**src/sv/ascii_coordinate_packet_parser_top_macros.svh**
```systemverilog
// Assertion macros for the ASCII coordinate frame parser.
// Included by the modules that carry concurrent checks; needs nothing else.
`ifndef ASCII_COORDINATE_PACKET_PARSER_TOP_MACROS_SVH
`define ASCII_COORDINATE_PACKET_PARSER_TOP_MACROS_SVH

`ifndef SYNTH

// prop must hold at every clock edge outside reset
`define ACPP_ASSERT(lbl, clk, rst_n, prop) \
  lbl: assert property (@(posedge clk) disable iff (!rst_n) (prop)) \
    else $error("acpp check failed");

// cond must never be true outside reset
`define ACPP_ASSERT_NEVER(lbl, clk, rst_n, cond) \
  lbl: assert property (@(posedge clk) disable iff (!rst_n) !(cond)) \
    else $error("acpp forbidden condition seen");

`else

`define ACPP_ASSERT(lbl, clk, rst_n, prop)
`define ACPP_ASSERT_NEVER(lbl, clk, rst_n, cond)

`endif

`endif

```
**src/sv/acpp_pkg.sv**
```systemverilog
// Shared types and constants of the ASCII coordinate frame parser.
// No dependencies; imported by every module and interface of the block.
`default_nettype none

package acpp_pkg;

  localparam int unsigned ByteW = 8;
  localparam int unsigned ValW  = 32;
  localparam int unsigned KindW = 2;

  localparam logic [ByteW-1:0] CH_START = 8'h24;  // '$'
  localparam logic [ByteW-1:0] CH_END   = 8'h23;  // '#'
  localparam logic [ByteW-1:0] CH_COMMA = 8'h2C;  // ','
  localparam logic [ByteW-1:0] CH_MINUS = 8'h2D;  // '-'
  localparam logic [ByteW-1:0] CH_PLUS  = 8'h2B;  // '+'
  localparam logic [ByteW-1:0] CH_ZERO  = 8'h30;  // '0'
  localparam logic [ByteW-1:0] CH_NINE  = 8'h39;  // '9'
  localparam logic [ByteW-1:0] TYPE_O   = 8'h4F;
  localparam logic [ByteW-1:0] TYPE_L   = 8'h4C;
  localparam logic [ByteW-1:0] TYPE_C   = 8'h43;

  // body bytes needed between the marks
  localparam logic [1:0] MIN_BODY = 2'd3;

  localparam logic [KindW-1:0] KIND_CIRCLE = 2'd0;
  localparam logic [KindW-1:0] KIND_LASER  = 2'd1;
  localparam logic [KindW-1:0] KIND_CROSS  = 2'd2;
  localparam logic [KindW-1:0] KIND_NONE   = 2'd3;

  typedef enum logic [2:0] {
    PH_TYPE   = 3'd0,
    PH_SKIP   = 3'd1,
    PH_XSTART = 3'd2,
    PH_XDIG   = 3'd3,
    PH_YSTART = 3'd5,
    PH_YDIG   = 3'd6,
    PH_DONE   = 3'd7
  } phase_t;

  typedef struct packed {
    logic [KindW-1:0]       kind;
    logic signed [ValW-1:0] x;
    logic signed [ValW-1:0] y;
  } result_t;

  function automatic logic signed [ValW-1:0] trunc16(input logic signed [ValW-1:0] v);
    trunc16 = {{(ValW-16){v[15]}}, v[15:0]};
  endfunction

endpackage

`default_nettype wire

```
**src/sv/acpp_parser.sv**
```systemverilog
// Frame parser core: holds the frame state and decodes one byte per step.
// Depends on acpp_pkg and the assertion macro header.
`default_nettype none

`include "ascii_coordinate_packet_parser_top_macros.svh"

module acpp_parser
  import acpp_pkg::*;
(
  input  wire logic             clk,
  input  wire logic             rst_n,
  input  wire logic             step,
  input  wire logic [ByteW-1:0] rx_byte,
  output logic                  res_valid,
  output result_t               res
);

  logic             in_frame_r, in_frame_nxt;
  logic [1:0]       chars_r, chars_nxt;
  logic [ByteW-1:0] type_r, type_nxt;
  phase_t           phase_r, phase_nxt;
  logic             minus_r, minus_nxt;
  logic [ValW-1:0]  acc_r, acc_nxt;
  logic [ValW-1:0]  first_r, first_nxt;
  logic [ValW-1:0]  second_r, second_nxt;

  logic            is_start, is_end, is_digit, is_sign, is_comma, body;
  logic [ValW-1:0] digit_v, acc_x10, signed_v;
  logic [ValW-1:0] x_raw, y_raw;
  logic [KindW-1:0] kind;

  assign is_start = (rx_byte == CH_START);
  assign is_end   = (rx_byte == CH_END);
  assign is_comma = (rx_byte == CH_COMMA);
  assign is_sign  = (rx_byte == CH_MINUS) || (rx_byte == CH_PLUS);
  assign is_digit = (rx_byte >= CH_ZERO) && (rx_byte <= CH_NINE);
  assign digit_v  = {{(ValW-4){1'b0}}, rx_byte[3:0]};
  // acc * 10 as two shifts and an add; wraps at 32 bits
  assign acc_x10  = (acc_r << 3) + (acc_r << 1) + digit_v;
  assign signed_v = minus_r ? (~acc_r + 1'b1) : acc_r;

  // ordinary body byte of an open frame
  assign body = step && in_frame_r && !is_start && !is_end;

  // phase sequencing
  always_comb begin
    phase_nxt = phase_r;
    if (step && is_start) begin
      phase_nxt = PH_TYPE;
    end else if (body) begin
      unique case (phase_r)
        PH_TYPE:   phase_nxt = PH_SKIP;
        PH_SKIP:   phase_nxt = PH_XSTART;
        PH_XSTART, PH_XDIG: begin
          if (is_digit || (phase_r == PH_XSTART && is_sign)) begin
            phase_nxt = PH_XDIG;
          end else begin
            phase_nxt = is_comma ? PH_YSTART : PH_DONE;
          end
        end
        PH_YSTART, PH_YDIG: begin
          if (is_digit || (phase_r == PH_YSTART && is_sign)) begin
            phase_nxt = PH_YDIG;
          end else begin
            phase_nxt = PH_DONE;
          end
        end
        default:   phase_nxt = phase_r;
      endcase
    end
  end

  // frame state and number accumulation
  always_comb begin
    in_frame_nxt = in_frame_r;
    chars_nxt    = chars_r;
    type_nxt     = type_r;
    minus_nxt    = minus_r;
    acc_nxt      = acc_r;
    first_nxt    = first_r;
    second_nxt   = second_r;
    if (step && is_start) begin
      in_frame_nxt = 1'b1;
      chars_nxt    = 2'd0;
      minus_nxt    = 1'b0;
      acc_nxt      = '0;
      first_nxt    = '0;
      second_nxt   = '0;
    end else if (step && in_frame_r && is_end) begin
      in_frame_nxt = 1'b0;
    end else if (body) begin
      if (chars_r < MIN_BODY) begin
        chars_nxt = chars_r + 2'd1;
      end
      unique case (phase_r)
        PH_TYPE: type_nxt = rx_byte;
        PH_XSTART, PH_YSTART: begin
          minus_nxt = (rx_byte == CH_MINUS);
          acc_nxt   = is_digit ? digit_v : '0;
          if (!is_digit && !is_sign) begin
            if (phase_r == PH_XSTART) begin
              first_nxt = '0;
            end else begin
              second_nxt = '0;
            end
          end
        end
        PH_XDIG, PH_YDIG: begin
          if (is_digit) begin
            acc_nxt = acc_x10;
          end else if (phase_r == PH_XDIG) begin
            first_nxt = signed_v;
          end else begin
            second_nxt = signed_v;
          end
        end
        default: ;
      endcase
    end
  end

  // result on a closing mark
  always_comb begin
    x_raw = first_r;
    y_raw = second_r;
    unique case (phase_r)
      PH_XSTART: begin
        x_raw = '0;
        y_raw = '0;
      end
      PH_XDIG: begin
        x_raw = signed_v;
        y_raw = '0;
      end
      PH_YSTART: y_raw = '0;
      PH_YDIG:   y_raw = signed_v;
      default: ;
    endcase

    if (type_r == TYPE_O) begin
      kind = KIND_CIRCLE;
    end else if (type_r == TYPE_L) begin
      kind = KIND_LASER;
    end else if (type_r == TYPE_C) begin
      kind = KIND_CROSS;
    end else begin
      kind = KIND_NONE;
    end

    res_valid = step && in_frame_r && is_end && (chars_r == MIN_BODY)
                && (kind != KIND_NONE);
    res.kind  = kind;
    if (kind == KIND_CIRCLE) begin
      res.x = x_raw;
      res.y = y_raw;
    end else begin
      res.x = trunc16(x_raw);
      res.y = trunc16(y_raw);
    end
  end

  always_ff @(posedge clk) begin
    if (!rst_n) begin
      in_frame_r <= 1'b0;
      chars_r    <= 2'd0;
      type_r     <= '0;
      phase_r    <= PH_TYPE;
      minus_r    <= 1'b0;
      acc_r      <= '0;
      first_r    <= '0;
      second_r   <= '0;
    end else begin
      in_frame_r <= in_frame_nxt;
      chars_r    <= chars_nxt;
      type_r     <= type_nxt;
      phase_r    <= phase_nxt;
      minus_r    <= minus_nxt;
      acc_r      <= acc_nxt;
      first_r    <= first_nxt;
      second_r   <= second_nxt;
    end
  end

  // a start mark always opens a fresh frame at the type byte
  `ACPP_ASSERT(a_start_opens, clk, rst_n, (step && is_start) |=> in_frame_r)
  `ACPP_ASSERT(a_start_count, clk, rst_n, (step && is_start) |=> (chars_r == 2'd0))
  `ACPP_ASSERT(a_start_phase, clk, rst_n, (step && is_start) |=> (phase_r == PH_TYPE))
  // results only come from a frame that was open and now closes
  `ACPP_ASSERT(a_res_closes, clk, rst_n, res_valid |=> !in_frame_r)

endmodule

`default_nettype wire

```
**config.mk**
```make
export PLATFORM = sky130hd
export DESIGN_NAME = acpp_parser
export DESIGN_NICKNAME = d
export VERILOG_FILES = /design/src/sv/acpp_pkg.sv /design/src/sv/acpp_parser.sv
export VERILOG_INCLUDE_DIRS = /design/src /design/src/sv
export SDC_FILE = /design/constraint.sdc
export NUM_CORES = 1
export LEC_CHECK = 0
export BUFFER_PORTS_ARGS = -buffer_cell sky130_fd_sc_hd__buf_4
export CAP_MARGIN = 20
export CORE_MARGIN = 2
export CORE_UTILIZATION = 40
export DETAILED_ROUTE_END_ITERATION = 16
export PLACE_DENSITY = 0.62
export SLEW_MARGIN = 25
export SYNTH_ARGS = -nofsm -noshare
export SYNTH_HDL_FRONTEND = slang
export SYNTH_SLANG_ARGS = --single-unit
```
**constraint.sdc**
```tcl
create_clock -name clk -period 5.5 [get_ports clk]
set_input_delay 1.1 -clock clk [delete_from_list [all_inputs] [get_ports clk]]
set_output_delay 1.1 -clock clk [all_outputs]
set_load 0.03 [all_outputs]
```
Word-level counts from Yosys, hierarchy flattened
Cells that the tools add are included.

Bits in registers: 111. Input bits: 11. Output and inout port bits: 67. Logic and storage cells: 103.

Add/subtract/negate cells: 4. Order comparisons: 3. Eq/ne operators: 22. Muxes and demuxes: 26. Bitwise operators: 4. Reduce and logical (&&, ||, !) cells: 36.

Operators by type and width (number): 32-bit 2-to-1 mux (10); 32-bit one-hot mux with 2 select lines (5); 64-bit 2-to-1 mux (1); 8-bit by 6-bit == test with 1-bit output, second input constant (5); 32-bit by 1-bit adder with 32-bit output, second input constant (1); 32-bit adder (1); 32-bit by 4-bit adder with 32-bit output (1); 32-bit NOT (1); 8-bit by 7-bit == test with 1-bit output, second input constant (3); 2-bit != test, second input constant (8); 7-bit AND reduction (2); 3-bit one-hot mux with 4 select lines (1); 1-bit logical AND (11); 2-bit OR reduction (5); 8-bit by 6-bit greater-or-equal comparator with 1-bit output, second input constant (1); 8-bit by 6-bit less-or-equal comparator with 1-bit output, second input constant (1); 4-bit AND reduction (2); 3-bit by 2-bit == test with 1-bit output, second input constant (2); 3-bit == test, second input constant (2); 2-bit 2-to-1 mux (3); 3-bit AND reduction (2); 1-bit zero test (4); 1-bit 2-to-1 mux (4); 4-bit 2-to-1 mux (1); other kinds (13) (18).

Longest topological paths before layout
Depth in word-level cells: 6. Mapped depth: 11. Gate-level depth less buffers: 11.

Worst setup path before layout
Ideal clock, no wire load.

Path kind: register -> output. From: register acc_r[8]. To: output port res[31] in the netlist's numbering. Data arrival time: 2.775 ns. Data required time: 4.400 ns. Path slack: 1.625 ns. Cell stages (with the launch flop): 9. Buffers on the path: 1. Cells stage by stage: dfxtp_1 -> or4_4 -> or3_1 -> or3_1 -> buf_4 -> o41ai_2 -> xor2_1 -> o21ai_1 -> nor2b_1.

RTL lines: start, declared (RTL line acpp_parser.sv:23) `logic [ValW-1:0] acc_r, acc_nxt;`; start signal, assigned (RTL line acpp_parser.sv:178) `acc_r <= acc_nxt;`; end, declared (RTL line acpp_parser.sv:15) `output result_t res`.

==> results.json <==
{
  "setup_violations": 0,
  "path_class": "register to output pin",
  "slew_headroom": 0.346,
  "cts.sinks": 111,
  "synth_warnings": 0,
  "min_delay_worst_endpoint": "second_r[15]",
  "clk_latency_ns": 0.37,
  "ys_seq_area_frac": 0.285,
  "synth_cell_type_count": 68,
  "max_cap_viol_count": 0,
  "power.density_nw_per_um2": 169,
  "status": "finished, final reports clean",
  "diodes": 0,
  "clk_pin_slew_ns": 0.07,
  "postRouteAntennaNets": 0,
  "port_buffers": 77,
  "area_growth_pct": 13.3,
  "gp_congestion": 0.869,
  "utilization": 0.458,
  "drc": 0,
  "cts_setup_buffers": 0,
  "fin_setup_tns_ns": 0,
  "synth-edff-count": 0,
  "cp_max_fo": 10,
  "yosys-top-cells-count": "118 x nand2_1, 111 x dfxtp_1, 110 x nor2_1",
  "clockBufferDepth": 2,
  "grt_max_degree": 41,
  "cts_hold_buf": 0,
  "yosysMostFrequentCell": "nand2_1",
  "fin_ws_ns": 0.942,
  "grt_use_total": 0.213,
  "post_route_cells_drive_above_1_share": 0.120,
  "num_io_pins": 78,
  "grt_pass1_wl_um": 35100,
  "r2r_start": "acc_r[0]",
  "yosys-top-cells-area": "dfxtp_1 29%, ha_1 9.6%, nand2_1 5.7%",
  "timing.rr.end": "acc_r[30]",
  "ys_async_sr_fraction": 0,
  "synth_area_um2": 7790,
  "max_slew.worst_pin.slew_ns": 0.972,
  "max_freq_mhz": 219,
  "hold_class": "register to register",
  "cts_root_buffer": "clkbuf_16",
  "die_area_um2": 20600,
  "drt_iter0_drc": 721,
  "viasPerCell": 5.70,
  "syn-num-nets": 1059,
  "startpoint_type": "register",
  "antenna_found_initial": 0,
  "reg2reg_depth": 10,
  "rsz0062_at_grt": "false",
  "worstHoldStart": "second_r[15]",
  "period_minus_slack_ns": 4.56,
  "finClkSkew_ns": 0.00737,
  "fin_crit_sh": 0.829,
  "dp_hpwl_um": 16600,
  "min_path_cells": 2,
  "peakVddDrop_mv": 0.143,
  "r2r_slack_ns": 2.12,
  "syn_inst": 986,
  "tritoncts": "built",
  "h-tree-depth": 3,
  "drt-total-wl_um": 22300,
  "cp-end-kind": "output pin",
  "wl_per_cell_um": 17.3,
  "netlist.area_leader.share": 0.285,
  "grt-ovfl-total": 0,
  "die_w_um": 144,
  "ys.flop_type": "dfxtp_1",
  "firstDrtPassIters": 7,
  "synth.avg_cell_area_um2": 7.91,
  "dieHeight_um": 144,
  "vias": 7356,
  "layout.nets": 1093,
  "ys_ff_latch": 111,
  "worstPathRequired_ns": 4.40,
  "pre_cts_slack_ns": 1.34,
  "row_count": 51,
  "arrival_ns": 3.46,
  "finalMaxSlewViolations": 0,
  "cts_made_buffers": 9,
  "yosys.area.top_type": "dfxtp_1",
  "hold_viol": 0,
  "start_util": 0.404,
  "grt_pass1_vias": 6604,
  "core_area_um2": 19300,
  "cts_resized": 0,
  "p_leak_uw": 0.00375
}
## per-layer routing
metal  share of wire  vias to the layer above  wire [um]  GRT usage
met1            0.48                     3477      10800      0.304
met3           0.048                       26       1060     0.0320
li1                -                     3652          -          -
met4           0.017                        0        376     0.0593
met2            0.45                      201      10100      0.335
met5               0                        -          0          0
## metrics by stage
step           total power [uW]  hold WS (ns)  cells  area (um^2)
2_1_floorplan               841         0.421    986         7790
3_3_place_gp                860         0.433   1274         8550
3_5_place_dp                859         0.444   1274         8550
4_1_cts                    1500         0.461   1290         8830
5_1_grt                    1540         0.489   1290         8830
6_report                   1490         0.461   1290         8830
## state kept, by name (all words and copies together), names as in the netlist
name        count
acc_r          32
chars_r         2
first_r        32
in_frame_r      1
minus_r         1
phase_r         3
second_r       32
type_r          8
## worst max-delay path, cell delays in order (launching register included)
cell	delay [ns]
dfxtp_1	0.39
or4_4	0.59
or3_1	0.44
or3_1	0.58
o41ai_2	0.32
xor2_1	0.33
o21ai_1	0.08
nor2b_1	0.16
buf_4	0.20
## logic make-up (layout without fill, tap and decap cells)
| kind of cell | Yosys count | after routing | synth area share |
|---|---|---|---|
| AO/OA/AOI/OAI | 279 | 279 | 0.241 |
| XOR/XNOR | 63 | 63 | 0.0708 |
| adder cells (fa/ha/maj) | 62 | 62 | 0.101 |
| buffers and inverters | 77 | 116 | 0.0385 |
| flip-flops | 111 | 111 | 0.285 |
| multiplexers | 41 | 41 | 0.0526 |
| AND/OR/NAND/NOR | 353 | 353 | 0.211 |
## final cells by class
| type | instances | area, um^2 |
|---|---|---|
| Timing Repair Buffer | 87 | 653 |
| Clock buffer | 10 | 239 |
| Fill cell | 1996 | 10400 |
| Inverter | 13 | 48.8 |
| Clock inverter | 6 | 43.8 |
| Tap cell | 265 | 332 |
| Sequential cell | 111 | 2220 |
| Multi-Input combinational cell | 798 | 5290 |
## cell usage in the layout (no fill, tap or decap), types with 3 or more instances in the layout
master | Yosys | routed
nor3_1 | 11 | 11
or4_1 | 6 | 6
nor4_1 | 4 | 4
nor3b_1 | 3 | 3
xnor2_1 | 35 | 35
mux2i_1 | 41 | 41
or2_2 | 3 | 3
o31ai_2 | 3 | 3
a21oi_1 | 55 | 55
nand2b_1 | 7 | 7
a221oi_1 | 27 | 27
nand2_1 | 118 | 118
and3_1 | 8 | 8
o41ai_1 | 8 | 8
xor2_1 | 28 | 27
nand3_1 | 22 | 22
dfxtp_1 | 111 | 111
o21ai_0 | 88 | 88
and2_1 | 3 | 3
clkbuf_16 | 0 | 9
a31oi_1 | 6 | 6
o21a_1 | 7 | 7
a21o_1 | 9 | 9
ha_1 | 60 | 60
a211oi_1 | 5 | 5
buf_4 | 1 | 87
nor2_1 | 110 | 110
nand4_1 | 12 | 12
nor2b_1 | 23 | 23
a22o_1 | 25 | 25
or3_1 | 8 | 8
inv_1 | 13 | 13
a22oi_1 | 9 | 9
o31ai_1 | 10 | 10
## report_power, final
part / switching, uW / internal (uW)
combinational: 25.8 / 12.0
sequential: 0.211 / 803
clock: 325 / 323
total: 351 / 1140
## worst max path at each step
stage	from	endpoint	slack, ns	depth (start not counted)
after floorplan	acc_r[8]	res[31]	1.63	8
after global routing	acc_r[8]	res[31]	0.79	8
after detailed placement	acc_r[8]	res[31]	1.34	8
after CTS	acc_r[8]	res[31]	0.93	8
final	acc_r[8]	res[31]	0.94	8
after global placement	acc_r[8]	res[31]	1.41	8
(Power assumes the default switching activity.)
